`src/rtl/core/utarp_pkg.sv`:
```
package utarp_pkg;

    // Packet layout
    localparam logic [4:0] HDR_BYTES     = 5'd20;
    localparam logic [2:0] ENTRY_BYTES   = 3'd6;
    localparam int         WORD_BYTES    = 4;
    localparam int         NUM_HDR_WORDS = 5;
    localparam logic [2:0] TID_WORD      = 3'd1;

    // Result buffer depth; at least two so that a byte with two results fits.
    localparam int FIFO_DEPTH = 4;

    // Result kinds
    localparam logic KIND_PEER    = 1'b0;
    localparam logic KIND_SUMMARY = 1'b1;

    // Summary status codes
    typedef enum logic [1:0] {
        STATUS_OK       = 2'd0,
        STATUS_SHORT    = 2'd1,
        STATUS_MISMATCH = 2'd2
    } t_status;

    typedef struct packed {
        logic                               kind;
        logic                               run_end;
        logic [31:0]                        peer_address;
        logic [15:0]                        peer_port;
        logic [NUM_HDR_WORDS-1:0][31:0]     hdr_words;
        t_status                            status;
    } t_result;

endpackage

```
`src/rtl/core/udp_tracker_announce_response_parser.sv`:
```
// The results of an accepted byte are registered in the result buffer and leave it in order.
// Throughput: one byte per cycle while the result buffer has room; only a final byte that
// also completes a peer entry yields two results, which leave the result buffer in turn.
// Reset (i_rst_n low at a clock edge) clears the parser state, the result buffer
// and the expected transaction id; no clearing pass follows.
module udp_tracker_announce_response_parser #(
    parameter int P_FIFO_DEPTH = utarp_pkg::FIFO_DEPTH
) (
    input  logic                i_clk,
    input  logic                i_rst_n,

    // Configuration: expected transaction id
    input  logic                i_cfg_wr_en,
    input  logic signed [31:0]  i_cfg_wr_data,

    // Packet byte stream
    input  logic                s_axis_tvalid,
    output logic                s_axis_tready,
    input  logic [7:0]          s_axis_tdata,   // [7:0] data_byte
    input  logic                s_axis_tlast,   // last_byte

    // Result stream
    output logic                m_axis_tvalid,
    input  logic                m_axis_tready,
    // [31:0] peer_address, [47:32] peer_port, [79:48] action_code,
    // [111:80] transaction_seen, [143:112] announce_interval,
    // [175:144] leecher_count, [207:176] seeder_count, [209:208] status,
    // [215:210] zero fill
    output logic [215:0]        m_axis_tdata,
    output logic                m_axis_tuser,   // result_kind
    output logic                m_axis_tlast    // run_end
);

    localparam int NW = utarp_pkg::NUM_HDR_WORDS;

    // Parser state. Header position counts header bytes and stops at 20;
    // after that, bytes only feed the peer entry shifter, whose counter
    // wraps every six bytes, so packets of any length are handled.
    logic [4:0]              r_hdr_pos;
    logic [31:0]             r_word_shift;
    logic [NW-1:0][31:0]     r_hdr_words;
    logic [47:0]             r_entry_shift;
    logic [2:0]              r_entry_pos;
    logic                    r_mismatch;
    logic [31:0]             r_expected_tid;

    logic [4:0]              n_hdr_pos;
    logic [31:0]             n_word_shift;
    logic [NW-1:0][31:0]     n_hdr_words;
    logic [47:0]             n_entry_shift;
    logic [2:0]              n_entry_pos;
    logic                    n_mismatch;

    logic                    in_accept;
    logic [2:0]              word_idx;
    logic [47:0]             entry_full;
    logic                    peer_hit;
    logic                    sum_hit;
    utarp_pkg::t_status      sum_status;
    utarp_pkg::t_result      peer_res;
    utarp_pkg::t_result      sum_res;
    utarp_pkg::t_result      push_a_data;
    logic                    fifo_room;
    utarp_pkg::t_result      out_res;

    assign in_accept     = s_axis_tvalid && s_axis_tready;
    assign s_axis_tready = fifo_room;

    // One byte of work: shift it into the header word or the peer entry,
    // store a finished header word, and check the transaction id when its
    // word completes (the eighth byte, against the register value then).
    always_comb begin
        n_hdr_pos     = r_hdr_pos;
        n_word_shift  = r_word_shift;
        n_hdr_words   = r_hdr_words;
        n_entry_shift = r_entry_shift;
        n_entry_pos   = r_entry_pos;
        n_mismatch    = r_mismatch;
        word_idx      = '0;
        entry_full    = {r_entry_shift[39:0], s_axis_tdata};
        peer_hit      = 1'b0;

        if (in_accept) begin
            if (r_hdr_pos < utarp_pkg::HDR_BYTES) begin
                n_word_shift = {r_word_shift[23:0], s_axis_tdata};
                n_hdr_pos    = r_hdr_pos + 5'd1;
                if (n_hdr_pos[1:0] == 2'b00) begin
                    word_idx = n_hdr_pos[4:2] - 3'd1;
                    for (int i = 0; i < NW; i++) begin
                        if (word_idx == 3'(i)) begin
                            n_hdr_words[i] = n_word_shift;
                        end
                    end
                    if (word_idx == utarp_pkg::TID_WORD && n_word_shift != r_expected_tid) begin
                        n_mismatch = 1'b1;
                    end
                    n_word_shift = '0;
                end
            end else begin
                n_entry_shift = entry_full;
                n_entry_pos   = r_entry_pos + 3'd1;
                if (n_entry_pos == utarp_pkg::ENTRY_BYTES) begin
                    // All-zero entries are padding and are dropped; after a
                    // transaction mismatch no peers are reported.
                    peer_hit      = (entry_full != '0) && !r_mismatch;
                    n_entry_shift = '0;
                    n_entry_pos   = '0;
                end
            end
        end

        sum_hit = in_accept && s_axis_tlast;

        // A short packet outranks a mismatch.
        if (n_hdr_pos < utarp_pkg::HDR_BYTES) begin
            sum_status = utarp_pkg::STATUS_SHORT;
        end else if (n_mismatch) begin
            sum_status = utarp_pkg::STATUS_MISMATCH;
        end else begin
            sum_status = utarp_pkg::STATUS_OK;
        end

        peer_res              = '0;
        peer_res.kind         = utarp_pkg::KIND_PEER;
        peer_res.run_end      = !sum_hit;
        peer_res.peer_address = entry_full[47:16];
        peer_res.peer_port    = entry_full[15:0];

        sum_res           = '0;
        sum_res.kind      = utarp_pkg::KIND_SUMMARY;
        sum_res.run_end   = 1'b1;
        sum_res.hdr_words = n_hdr_words;
        sum_res.status    = sum_status;

        // The packet ends here: everything but the register starts over.
        if (sum_hit) begin
            n_hdr_pos     = '0;
            n_word_shift  = '0;
            n_hdr_words   = '0;
            n_entry_shift = '0;
            n_entry_pos   = '0;
            n_mismatch    = 1'b0;
        end

        // A peer completed by the final byte goes out ahead of the summary.
        push_a_data = peer_hit ? peer_res : sum_res;
    end

    always_ff @(posedge i_clk) begin
        if (!i_rst_n) begin
            r_hdr_pos      <= '0;
            r_word_shift   <= '0;
            r_hdr_words    <= '0;
            r_entry_shift  <= '0;
            r_entry_pos    <= '0;
            r_mismatch     <= 1'b0;
            r_expected_tid <= '0;
        end else begin
            r_hdr_pos     <= n_hdr_pos;
            r_word_shift  <= n_word_shift;
            r_hdr_words   <= n_hdr_words;
            r_entry_shift <= n_entry_shift;
            r_entry_pos   <= n_entry_pos;
            r_mismatch    <= n_mismatch;
            if (i_cfg_wr_en) begin
                r_expected_tid <= $unsigned(i_cfg_wr_data);
            end
        end
    end

    // The result buffer decouples the two sides: a new byte is taken while
    // results still wait, as long as there is room for the two results a
    // single byte can produce.
    utarp_res_fifo #(
        .P_DEPTH (P_FIFO_DEPTH)
    ) u_res_fifo (
        .i_clk    (i_clk),
        .i_rst_n  (i_rst_n),
        .i_push_a (peer_hit || sum_hit),
        .i_data_a (push_a_data),
        .i_push_b (peer_hit && sum_hit),
        .i_data_b (sum_res),
        .o_room   (fifo_room),
        .o_valid  (m_axis_tvalid),
        .o_data   (out_res),
        .i_pop    (m_axis_tready)
    );

    assign m_axis_tdata = {6'd0, out_res.status, out_res.hdr_words,
                           out_res.peer_port, out_res.peer_address};
    assign m_axis_tuser = out_res.kind;
    assign m_axis_tlast = out_res.run_end;

    a_hdr_pos_bound: assert property (@(posedge i_clk) disable iff (!i_rst_n)
        r_hdr_pos <= utarp_pkg::HDR_BYTES)
        else $error("header position beyond header length");

    a_entry_after_hdr: assert property (@(posedge i_clk) disable iff (!i_rst_n)
        (r_entry_pos != '0) |-> (r_hdr_pos == utarp_pkg::HDR_BYTES)
                                && (r_entry_pos < utarp_pkg::ENTRY_BYTES))
        else $error("peer entry bytes counted outside the payload");

    a_clear_on_last: assert property (@(posedge i_clk) disable iff (!i_rst_n)
        (in_accept && s_axis_tlast) |=> (r_hdr_pos == '0) && (r_entry_pos == '0)
                                        && !r_mismatch)
        else $error("parser state not cleared after packet end");

    a_mismatch_rise: assert property (@(posedge i_clk) disable iff (!i_rst_n)
        $rose(r_mismatch) |-> ($past(r_hdr_pos) == 5'd7))
        else $error("mismatch raised away from the transaction id word");

endmodule

```
`src/rtl/core/utarp_res_fifo.sv`:
```
module utarp_res_fifo #(
    parameter int P_DEPTH = utarp_pkg::FIFO_DEPTH
) (
    input  logic                i_clk,
    input  logic                i_rst_n,
    input  logic                i_push_a,
    input  utarp_pkg::t_result  i_data_a,
    input  logic                i_push_b,
    input  utarp_pkg::t_result  i_data_b,
    output logic                o_room,
    output logic                o_valid,
    output utarp_pkg::t_result  o_data,
    input  logic                i_pop
);

    localparam int PTR_W = (P_DEPTH > 1) ? $clog2(P_DEPTH) : 1;
    localparam int CNT_W = $clog2(P_DEPTH + 1);
    localparam logic [PTR_W-1:0] LAST_IDX = PTR_W'(P_DEPTH - 1);
    localparam logic [CNT_W-1:0] ROOM_MAX = CNT_W'(P_DEPTH - 2);

    utarp_pkg::t_result r_mem [P_DEPTH];
    logic [PTR_W-1:0]   r_wr_ptr;
    logic [PTR_W-1:0]   r_rd_ptr;
    logic [CNT_W-1:0]   r_count;

    logic [PTR_W-1:0]   wr_ptr_1;
    logic [PTR_W-1:0]   wr_ptr_2;
    logic [PTR_W-1:0]   rd_ptr_1;
    logic [PTR_W-1:0]   n_wr_ptr;
    logic [PTR_W-1:0]   n_rd_ptr;
    logic [CNT_W-1:0]   n_count;
    logic               pop_hit;

    assign wr_ptr_1 = (r_wr_ptr == LAST_IDX) ? '0 : r_wr_ptr + 1'b1;
    assign wr_ptr_2 = (wr_ptr_1 == LAST_IDX) ? '0 : wr_ptr_1 + 1'b1;
    assign rd_ptr_1 = (r_rd_ptr == LAST_IDX) ? '0 : r_rd_ptr + 1'b1;

    assign o_valid = (r_count != '0);
    assign o_data  = r_mem[r_rd_ptr];
    assign o_room  = (r_count <= ROOM_MAX);
    assign pop_hit = i_pop && o_valid;

    always_comb begin
        n_wr_ptr = r_wr_ptr;
        if (i_push_a && i_push_b) begin
            n_wr_ptr = wr_ptr_2;
        end else if (i_push_a) begin
            n_wr_ptr = wr_ptr_1;
        end
        n_rd_ptr = pop_hit ? rd_ptr_1 : r_rd_ptr;
        n_count  = r_count + CNT_W'(i_push_a) + CNT_W'(i_push_a && i_push_b)
                 - CNT_W'(pop_hit);
    end

    always_ff @(posedge i_clk) begin
        if (!i_rst_n) begin
            r_wr_ptr <= '0;
            r_rd_ptr <= '0;
            r_count  <= '0;
        end else begin
            r_wr_ptr <= n_wr_ptr;
            r_rd_ptr <= n_rd_ptr;
            r_count  <= n_count;
        end
    end

    always_ff @(posedge i_clk) begin
        for (int i = 0; i < P_DEPTH; i++) begin
            if (i_push_a && (r_wr_ptr == PTR_W'(i))) begin
                r_mem[i] <= i_data_a;
            end else if (i_push_a && i_push_b && (wr_ptr_1 == PTR_W'(i))) begin
                r_mem[i] <= i_data_b;
            end
        end
    end

    a_count_bound: assert property (@(posedge i_clk) disable iff (!i_rst_n)
        r_count <= CNT_W'(P_DEPTH))
        else $error("result buffer count exceeds depth");

    a_push_order: assert property (@(posedge i_clk) disable iff (!i_rst_n)
        i_push_b |-> i_push_a)
        else $error("second result pushed without a first");

    a_push_room: assert property (@(posedge i_clk) disable iff (!i_rst_n)
        i_push_a |-> o_room)
        else $error("result pushed without room");

endmodule

```
`config.mk`:
```
export PLATFORM = sky130hd
export DESIGN_NAME = udp_tracker_announce_response_parser
export DESIGN_NICKNAME = d
export VERILOG_FILES = /design/src/rtl/core/utarp_pkg.sv /design/src/rtl/core/udp_tracker_announce_response_parser.sv /design/src/rtl/core/utarp_res_fifo.sv
export SDC_FILE = /design/constraint.sdc
export NUM_CORES = 1
export LEC_CHECK = 0
export BUFFER_PORTS_ARGS = -buffer_cell sky130_fd_sc_hd__buf_2
export CAP_MARGIN = 20
export CORE_MARGIN = 5
export CORE_UTILIZATION = 45
export CTS_BUF_LIST = sky130_fd_sc_hd__clkbuf_4 sky130_fd_sc_hd__clkbuf_8
export CTS_CLUSTER_SIZE = 24
export DETAILED_ROUTE_END_ITERATION = 7
export GPL_TIMING_DRIVEN = 0
export PLACE_DENSITY = 0.63
export SYNTH_ARGS = -nofsm -noshare
export SYNTH_HDL_FRONTEND = slang
export SYNTH_SLANG_ARGS = --single-unit
export TNS_END_PERCENT = 100
```
`constraint.sdc`:
```
create_clock -name i_clk -period 14 [get_ports i_clk]
set_clock_uncertainty 0.15 [all_clocks]
set_input_delay 0.7 -clock i_clk [delete_from_list [all_inputs] [get_ports i_clk]]
set_output_delay 0.7 -clock i_clk [all_outputs]
set_load 0.02 [all_outputs]
```
* Word-level counts from Yosys, hierarchy flattened *
Memory sizes are Yosys's and may differ from the RTL's. A register that Yosys moved wholly into a read port is not among the register bits.
Index checks and enable logic that the tools add are counted.

operators by class
  $add $sub $neg = 9
  multipliers = 0
  div/mod/pow operators = 0
  magnitude comparators = 3
  eq/ne operators = 13
  shifts and indexed selects = 0
  multiplexer cells = 60
  bitwise operators = 6
  reductions and logical operators = 30

operators with widths
  kind                                                                   number
  212-bit 2-to-1 mux                                                     7
  160-bit 2-to-1 mux                                                     3
  212-bit OR reduction                                                   2
  32-bit 2-to-1 mux                                                      5
  48-bit nonzero test                                                    1
  40-bit 2-to-1 mux                                                      1
  32-bit != test                                                         1
  1-bit 2-to-1 mux                                                       29
  24-bit 2-to-1 mux                                                      1
  2-bit 2-to-1 mux                                                       11
  1-bit logical AND                                                      15
  2-bit equality test, second input constant                             5
  5-bit < comparator, second input constant                              2
  5-bit 2-to-1 mux                                                       2
  2-bit by 1-bit adder with 2-bit output, second input constant          3
  3-bit by 1-bit adder with 3-bit output                                 2
  3-bit by 2-bit equality test with 1-bit output, second input constant  2
  3-bit equality test, second input constant                             2
  2-bit logical NOT                                                      3
  5-bit by 1-bit adder with 5-bit output, second input constant          1
  2-bit by 1-bit equality test with 1-bit output, second input constant  2
  1-bit bitwise OR                                                       4
  2-bit AND reduction                                                    2
  3-bit by 1-bit adder with 3-bit output, second input constant          1
  12 further kinds                                                       14

storage, ports and cells
  register bits = 272
  latch bits = 0
  memory bits (writable) = 848
  ROM bits = 0
  output and inout port bits = 220
  word-level logic and storage cells = 136
  memories kept = 1

memories
  memory            words  width  read ports  clocked after Yosys merged registers in  write ports  RTL line              text
  u_res_fifo.r_mem  4      212    1           1                                        2            utarp_res_fifo.sv:21  utarp_pkg::t_result r_mem [P_DEPTH];

* Longest topological paths before layout *
Gate-level depths: netlist (run 1).

  depth in word-level cells = 14
  depth in mapped cells = 11

* By module *
Synthesis (run 1) repeated with hierarchy kept, for this count alone.

unflattened totals
  cells, all modules = 3532
  area, all modules = 55355.6 um2

by module, submodules not included
  module                                times used  cells each  area an instance (um2)  seq. area each (um2)
  utarp_res_fifo                        1           2118        43513.0                 25644.6
  udp_tracker_announce_response_parser  1           1414        11842.6                 5305.1

* Least setup slack after synthesis (run 1) *
Ideal clock, no wire load.

  path type = in2reg
  start = in s_axis_tvalid
  end = mem u_res_fifo.r_mem[0][0] (netlist bit), enable pin
  library setup time = 0.610 ns
  arrival time = 6.889 ns
  data required time = 13.240 ns
  setup slack = 6.350 ns
  stages = 6
  buffers on the path = 2
  path through = o211ai_2 or3_4 nor2_8 buf_6 clkbuf_1 a32o_1

RTL lines
  item             RTL line                                    text
  start, declared  udp_tracker_announce_response_parser.sv:17  input logic s_axis_tvalid,
  end, declared    utarp_res_fifo.sv:21

==> results.cfg, run 1 <==
[setup_path]
crit_path_max_fanout = 10
rrSetupSlack_ns = 9.48
critical_path_class = flip-flop to output port
cp-end-kind = output port
critPathArrivalTime_ns = 3.96
critical_path_required_ns = 13.15
startpoint_type = flip-flop
r2r_end = u_res_fifo.r_mem[2][108]$_DFFE_PP_
r2r-start = r_entry_shift[38]$_SDFFE_PP0P_
r2r_cells = 8

[detailed_routing]
drc_errors = 0
via_per_inst = 5.531
ant_nets = 0
dr_wl_met3_mm = 11.34
dr_total_vias = 28630
wire_per_inst_um = 25.05
met2_length_mm = 62.19
drt_iter0_markers = 2627
dr.pass1.iters = 6
drt-met1-wl_mm = 52.25
drt-total-wl_mm = 129.7
top_layer_used = met5

[logic_synthesis]
syn_area_um2 = 45240
syn_inst = 3213
ys_async_sr_fraction_pct = 0
synth_area_per_cell_um2 = 14.08
ys.flop_type = edfxtp_1
seq_area_frac_synth_pct = 67.31
ys_warn_count = 0
synth-seq-cells = 1122
synth_edf_count = 798
synth.distinct_cells = 54

[cts]
postCtsSetupBuffers = 0
cts_htree_levels = 4
clk_latency_ns = 0.87
cts_buffers = 177
clockBufferDepth = 3
cts_tree = yes
clk_pin_slew_ns = 0.06
numClockSinks = 1122
root_buffer = clkbuf_8

[hold_path]
hold_path_class = input port to flip-flop
hold_end = r_expected_tid[1]$_SDFFE_PN0P_
hold_start = i_cfg_wr_en
hold_depth = 3

[floorplanning]
ios = 266
chipWidth_um = 327.1
rows = 116
die_h_um = 327.1
core_um2 = 100000
dieArea_um2 = 107000
start_util_pct = 45.24

[global_route]
grt_max_degree = 84
gr-total-overflow = 0
track_usage_pct = 23.96
grt_pass1_vias = 28740
grt_pass1_wl_mm = 189.6
antenna_found_initial = 6

[timing]
hold_viol_final = 0
fin_crit_sh_pct = 34.37
finalSetupViolCount = 0
fmax_mhz = 207.8
maxSlewViolCount = 0
setup_tns_ns = 0
maxSlewHeadroom_pct = 22.65
whs_ns = 0.1623
min_period_ns = 4.812
rsz0062_at_grt = no
max_slew.worst_pin.slew_ns = 1.160

[layout]
nNetsFinal = 3776
syn_to_final_growth_pct = 17.07
final_area_um2 = 52960
drive_above_1_share_pct = 24.06

[placement]
globalplace.congestion = 0.7858
placed_area_um2 = 48790
dpl.hpwl_mm = 84.60
io_buffer_count = 258

[flow_run]
max-cap-violations = 0

[run_status]
outcome = finished clean

[power_and_ir_drop]
total_power_mw = 8.040
power_density_nw_per_um2 = 151.8
p_leak_nw = 19.60
vdd_drop_max_mv = 0.09958
synth_stat cells, drive strengths merged, types with 2 or more instances:
cell type	count	area share, %
nor4	21	0.30
nand3b	24	0.40
nand4b	3	0.058
a32o	3	0.066
dfxtp	324	14
nand4	5	0.069
a22o	48	0.93
nand2	78	0.65
nand3	47	0.52
ha	11	0.30
fa	2	0.089
clkbuf	147	1.2
nor3b	3	0.061
nor3	8	0.13
nor2b	35	0.48
a31oi	2	0.028
nor2	822	6.9
mux2i	194	4.3
inv	19	0.16
nand2b	3	0.041
or3	2	0.039
o211ai	3	0.061
or2	2	0.028
xor2	35	0.68
edfxtp	798	53
and2	4	0.055
xnor2	2	0.039
o21ai	6	0.066
buf	121	1.5
nor4b	2	0.039
a21oi	75	0.83
and3	145	2.0
mux4	212	11
worst max-delay path: stages (launching register included):
cell	delay [ns]
dfxtp_1	0.30
clkbuf_1	0.24
clkbuf_1	0.88
buf_1	0.77
mux4_2	0.70
buf_2	0.20
cells in the final DEF (no fill, tap or decap), types with 6 or more instances in the layout:
master         instances
nor2_1               818
edfxtp_1             798
dfxtp_1              324
buf_2                313
mux4_2               212
clkbuf_8             199
mux2i_1              193
clkbuf_1             147
and3_1               145
clkbuf_4              89
nand2_1               78
a21oi_1               75
a22o_1                48
nand3_1               47
buf_4                 39
xor2_1                35
nor2b_1               35
dlygate4sd3_1         32
buf_1                 27
nand3b_1              24
nor4_1                20
clkinv_1              19
inv_1                 17
buf_16                12
buf_8                 12
ha_1                  11
clkinv_2              11
conb_1                 6
metal layers:
| metal | global-route usage, % | vias up |
|---|---|---|
| li1 | - | 12730 |
| met1 | 32.21 | 14530 |
| met2 | 38.36 | 1156 |
| met3 | 6.076 | 206 |
| met4 | 8.208 | 2 |
| met5 | 0 | - |
where the power goes:
group	total (mW)	switching (mW)	internal (mW)
clock	2.93	1.32	1.61
sequential	3.68	0.0300	3.65
combinational	1.43	0.911	0.519
total	8.04	2.26	5.78
registers in the layout, summed over array words and instances, names as in the netlist, named ones only:
register             flops
r_word_shift            24
u_res_fifo.r_count       3
u_res_fifo.r_wr_ptr      2
r_entry_shift           40
r_entry_pos              3
r_mismatch               1
u_res_fifo.r_rd_ptr      2
r_expected_tid          32
u_res_fifo.r_mem       848
r_hdr_words            160
r_hdr_pos                5
area by class of cell:
type	instances	area [um2]
fillers	8493	47040
flip-flops and latches	1122	30450
multi-input cells	1808	13540
clock buffers	288	3407
repair buffers	320	2221
well taps	1298	1624
plain buffers	268	1225
clock inverters	47	395.4
inverters	20	82.58
diodes	5	12.51
through the flow:
stage | util (%) | std cells | worst slack [ns]
global route | 52.95 | 5172 | 9.024
global placement | 48.17 | 4774 | 1.340
finish | 52.96 | 5176 | 9.188
CTS | 52.91 | 5169 | 9.145
floorplan | - | 3218 | 6.350
detailed placement | 48.79 | 4802 | 9.136
what timing repair did:
item,in CTS,in global routing
hold endpoints to repair,32,0
hold buffers,32,0
gates resized for setup,0,0
worst max-delay path by stage:
stage / startpoint / endpoint / slack (ns)
after floorplan: s_axis_tvalid / u_res_fifo.r_mem[0][0]$_DFFE_PP_ / 6.35
after global routing: flip-flop / m_axis_tdata[131] / 9.02
after global placement: s_axis_tvalid / u_res_fifo.r_mem[0][113]$_DFFE_PP_ / 1.34
final: flip-flop / m_axis_tdata[130] / 9.19
after CTS: flip-flop / m_axis_tdata[130] / 9.14
after detailed placement: s_axis_tdata[0] / u_res_fifo.r_mem[2][103]$_DFFE_PP_ / 9.14
logic make-up (layout without fill, tap and decap cells):
logic type,after synthesis,in the layout,share of synthesized area (%)
compound gates,142,142,2.088
flops,1122,1122,67.31
simple gates,1204,1204,11.75
buf+inv,288,943,2.874
other cells,1,11,0.008290
fa+ha+maj,13,13,0.3928
xor+xnor,37,37,0.7164
mux,406,406,14.86
(Power assumes the default switching activity.)
==> run 2: changes to the inputs <==
- clock period: 14 -> 4.5 ns (I/O delays scaled with it)
==> run 2 against run 1 <==
Effect of this change: power grew to 3.1 times the previous value; clock power grew to 3.1 times the previous value; count of clock-buffer cells in the layout grew 3; global-route usage grew 0.27 points; largest power group unchanged.
==> results.cfg, run 2 (synthesis results as in run 1) <==
[placement]
io_buffer_count = 258
dpl.hpwl_mm = 84.87
placed_area_um2 = 48880
globalplace.congestion = 0.7809

[hold_path]
hold_start = i_cfg_wr_en
hold_path_class = input port to flip-flop

[cts]
root_buffer = clkbuf_8
cts_htree_levels = 4
clockBufferDepth = 3
cts_resized = 0
clk_latency_ns = 0.85
cts_buffers = 176
cts_tree = yes
numClockSinks = 1122
clk_pin_slew_ns = 0.06
postCtsSetupBuffers = 0

[timing]
min_period_ns = 4.302
whs_ns = 0.08564
fin_crit_sh_pct = 95.60
maxSlewViolCount = 0
max_slew.worst_pin.slew_ns = 1.251
rsz0062_at_grt = yes
hold_viol_final = 0
maxSlewHeadroom_pct = 16.57
finalSetupViolCount = 0
fmax_mhz = 232.4

[layout]
final_common_cell = nor2_1
syn_to_final_growth_pct = 18.87
largest_reg_flops = 848
nNetsFinal = 3853
drive_above_1_share_pct = 23.61
final_cell_mix = 818 x nor2_1, 798 x edfxtp_1, 324 x dfxtp_1
top_regs = u_res_fifo.r_mem: 848 flops, r_hdr_words: 160 flops, r_entry_shift: 40 flops
regMostFlops = u_res_fifo.r_mem
final_area_um2 = 53780

[power_and_ir_drop]
p_comb_share_pct = 18.1
vdd_drop_max_mv = 0.2563
power_density_nw_per_um2 = 465.9
p_leak_nw = 20.03
p_sw_share_pct = 28.05
switchingPower_mw = 7.027
seq_power_share_pct = 45.7
internal-power_mw = 18.03
clockPowerShare_pct = 36.2

[setup_path]
cp-end-kind = flip-flop
r2r-start = r_entry_pos[0]$_SDFFE_PP0P_
crit_path_max_fanout = 45
critical-path-slowest-cell = a32o_4
startpoint_type = flip-flop
critPathArrivalTime_ns = 4.66
critPathMaxStageDelay_ns = 0.87
cp_common_cell = buf_16
crit_path_cell_trace = ha_1 > xor2_1 > nand2_1 > or3_4 > nor2_8 > buf_6 > clkbuf_1 > a32o_4 > buf_16 > buf_16
crit_start = r_entry_pos[0]$_SDFFE_PP0P_
critical_path_class = flip-flop to flip-flop
critical_path_required_ns = 4.86

[global_route]
track_usage_pct = 24.23
grt_pass1_wl_mm = 192.0
gr-total-overflow = 0
grt_max_degree = 55
antenna_found_initial = 9
grt_pass1_vias = 29380

[floorplanning]
rows = 116
start_util_pct = 45.24
dieArea_um2 = 107000
die_h_um = 327.1
ios = 266
chipWidth_um = 327.1
core_um2 = 100000

[detailed_routing]
ant_nets = 0
dr.pass1.iters = 6
dr_total_vias = 29080
drt-total-wl_mm = 131.3
drt_iter0_markers = 3179
via_per_inst = 5.540
drc_errors = 0
wire_per_inst_um = 25.03

[run_status]
outcome = finished clean

[flow_run]
max-cap-violations = 0
[run 2: routing by layer]
layer  GRT usage [%]  wire length (um)  vias up
li1                -                 -    12890
met1           33.00             53050    14630
met4           9.368              4704        2
met2           38.51             62220     1314
met3           5.180             11350      241
met5               0                10        -
[run 2: worst paths after layout]
path	end	slack [ns]	depth (start not counted)
setup / recovery	u_res_fifo.r_mem[0][101]$_DFFE_PP_	0.20	10
hold / removal	r_expected_tid[26]$_SDFFE_PN0P_	0.09	4
setup reg to reg	u_res_fifo.r_mem[0][101]$_DFFE_PP_	0.20	10
hold reg to reg	u_res_fifo.r_mem[2][210]$_SDFFE_PP1P_	0.32	2
[run 2: worst max-delay path: cells and delay by family, from the launching register on]
kind / cells / cell delay (ns)
buffers and inverters: 4 / 1.24
xor gates and xnor gates: 1 / 0.16
AOI/OAI and AO/OA: 1 / 0.87
adders and majority gates: 1 / 0.22
and+or+nand+nor: 3 / 0.86
DFF: 1 / 0.37
[run 2: cell type report]
cell class                 count  area (um2)
multi-input combinational   1808       13560
sequential                  1122       30450
fill                        8398       46230
clock buffer                 291        3461
timing repair inverter         1       5.005
buffer                       268        1235
tap                         1298        1624
timing repair buffer         397        3039
antenna                        2       5.005
inverter                      20       78.83
clock inverter                41       317.8
[run 2: power by group through the flow]
stage          Sequential [mW]  Clock, mW  Combinational [mW]
2_1_floorplan             11.7          0                2.75
3_3_place_gp              11.8          0                4.37
3_5_place_dp              11.7          0                4.50
4_1_cts                   11.5       9.17                4.58
5_1_grt                   11.5       9.67                4.76
6_report                  11.5       9.08                4.52
[run 2: timing repair]
| action | CTS | global route |
|---|---|---|
| hold buffers | 109 | 0 |
| endpoints found under the hold margin | 141 | 0 |
| endpoints found under the setup margin | 0 | 66 |
[run 2: metrics by stage]
stage	instances	util (%)	worst slack, ns	power (mW)	setup TNS (ns)
floorplan	3218	-	-0.9024	14.43	-408.11
global placement	4774	48.22	-3.898	16.13	-2367.31
detailed placement	4803	48.88	0.07262	16.17	0
CTS	5244	53.75	0.08057	25.20	0
global route	5247	53.77	-0.02994	25.91	-0.6226
finish	5248	53.77	0.1980	25.05	0
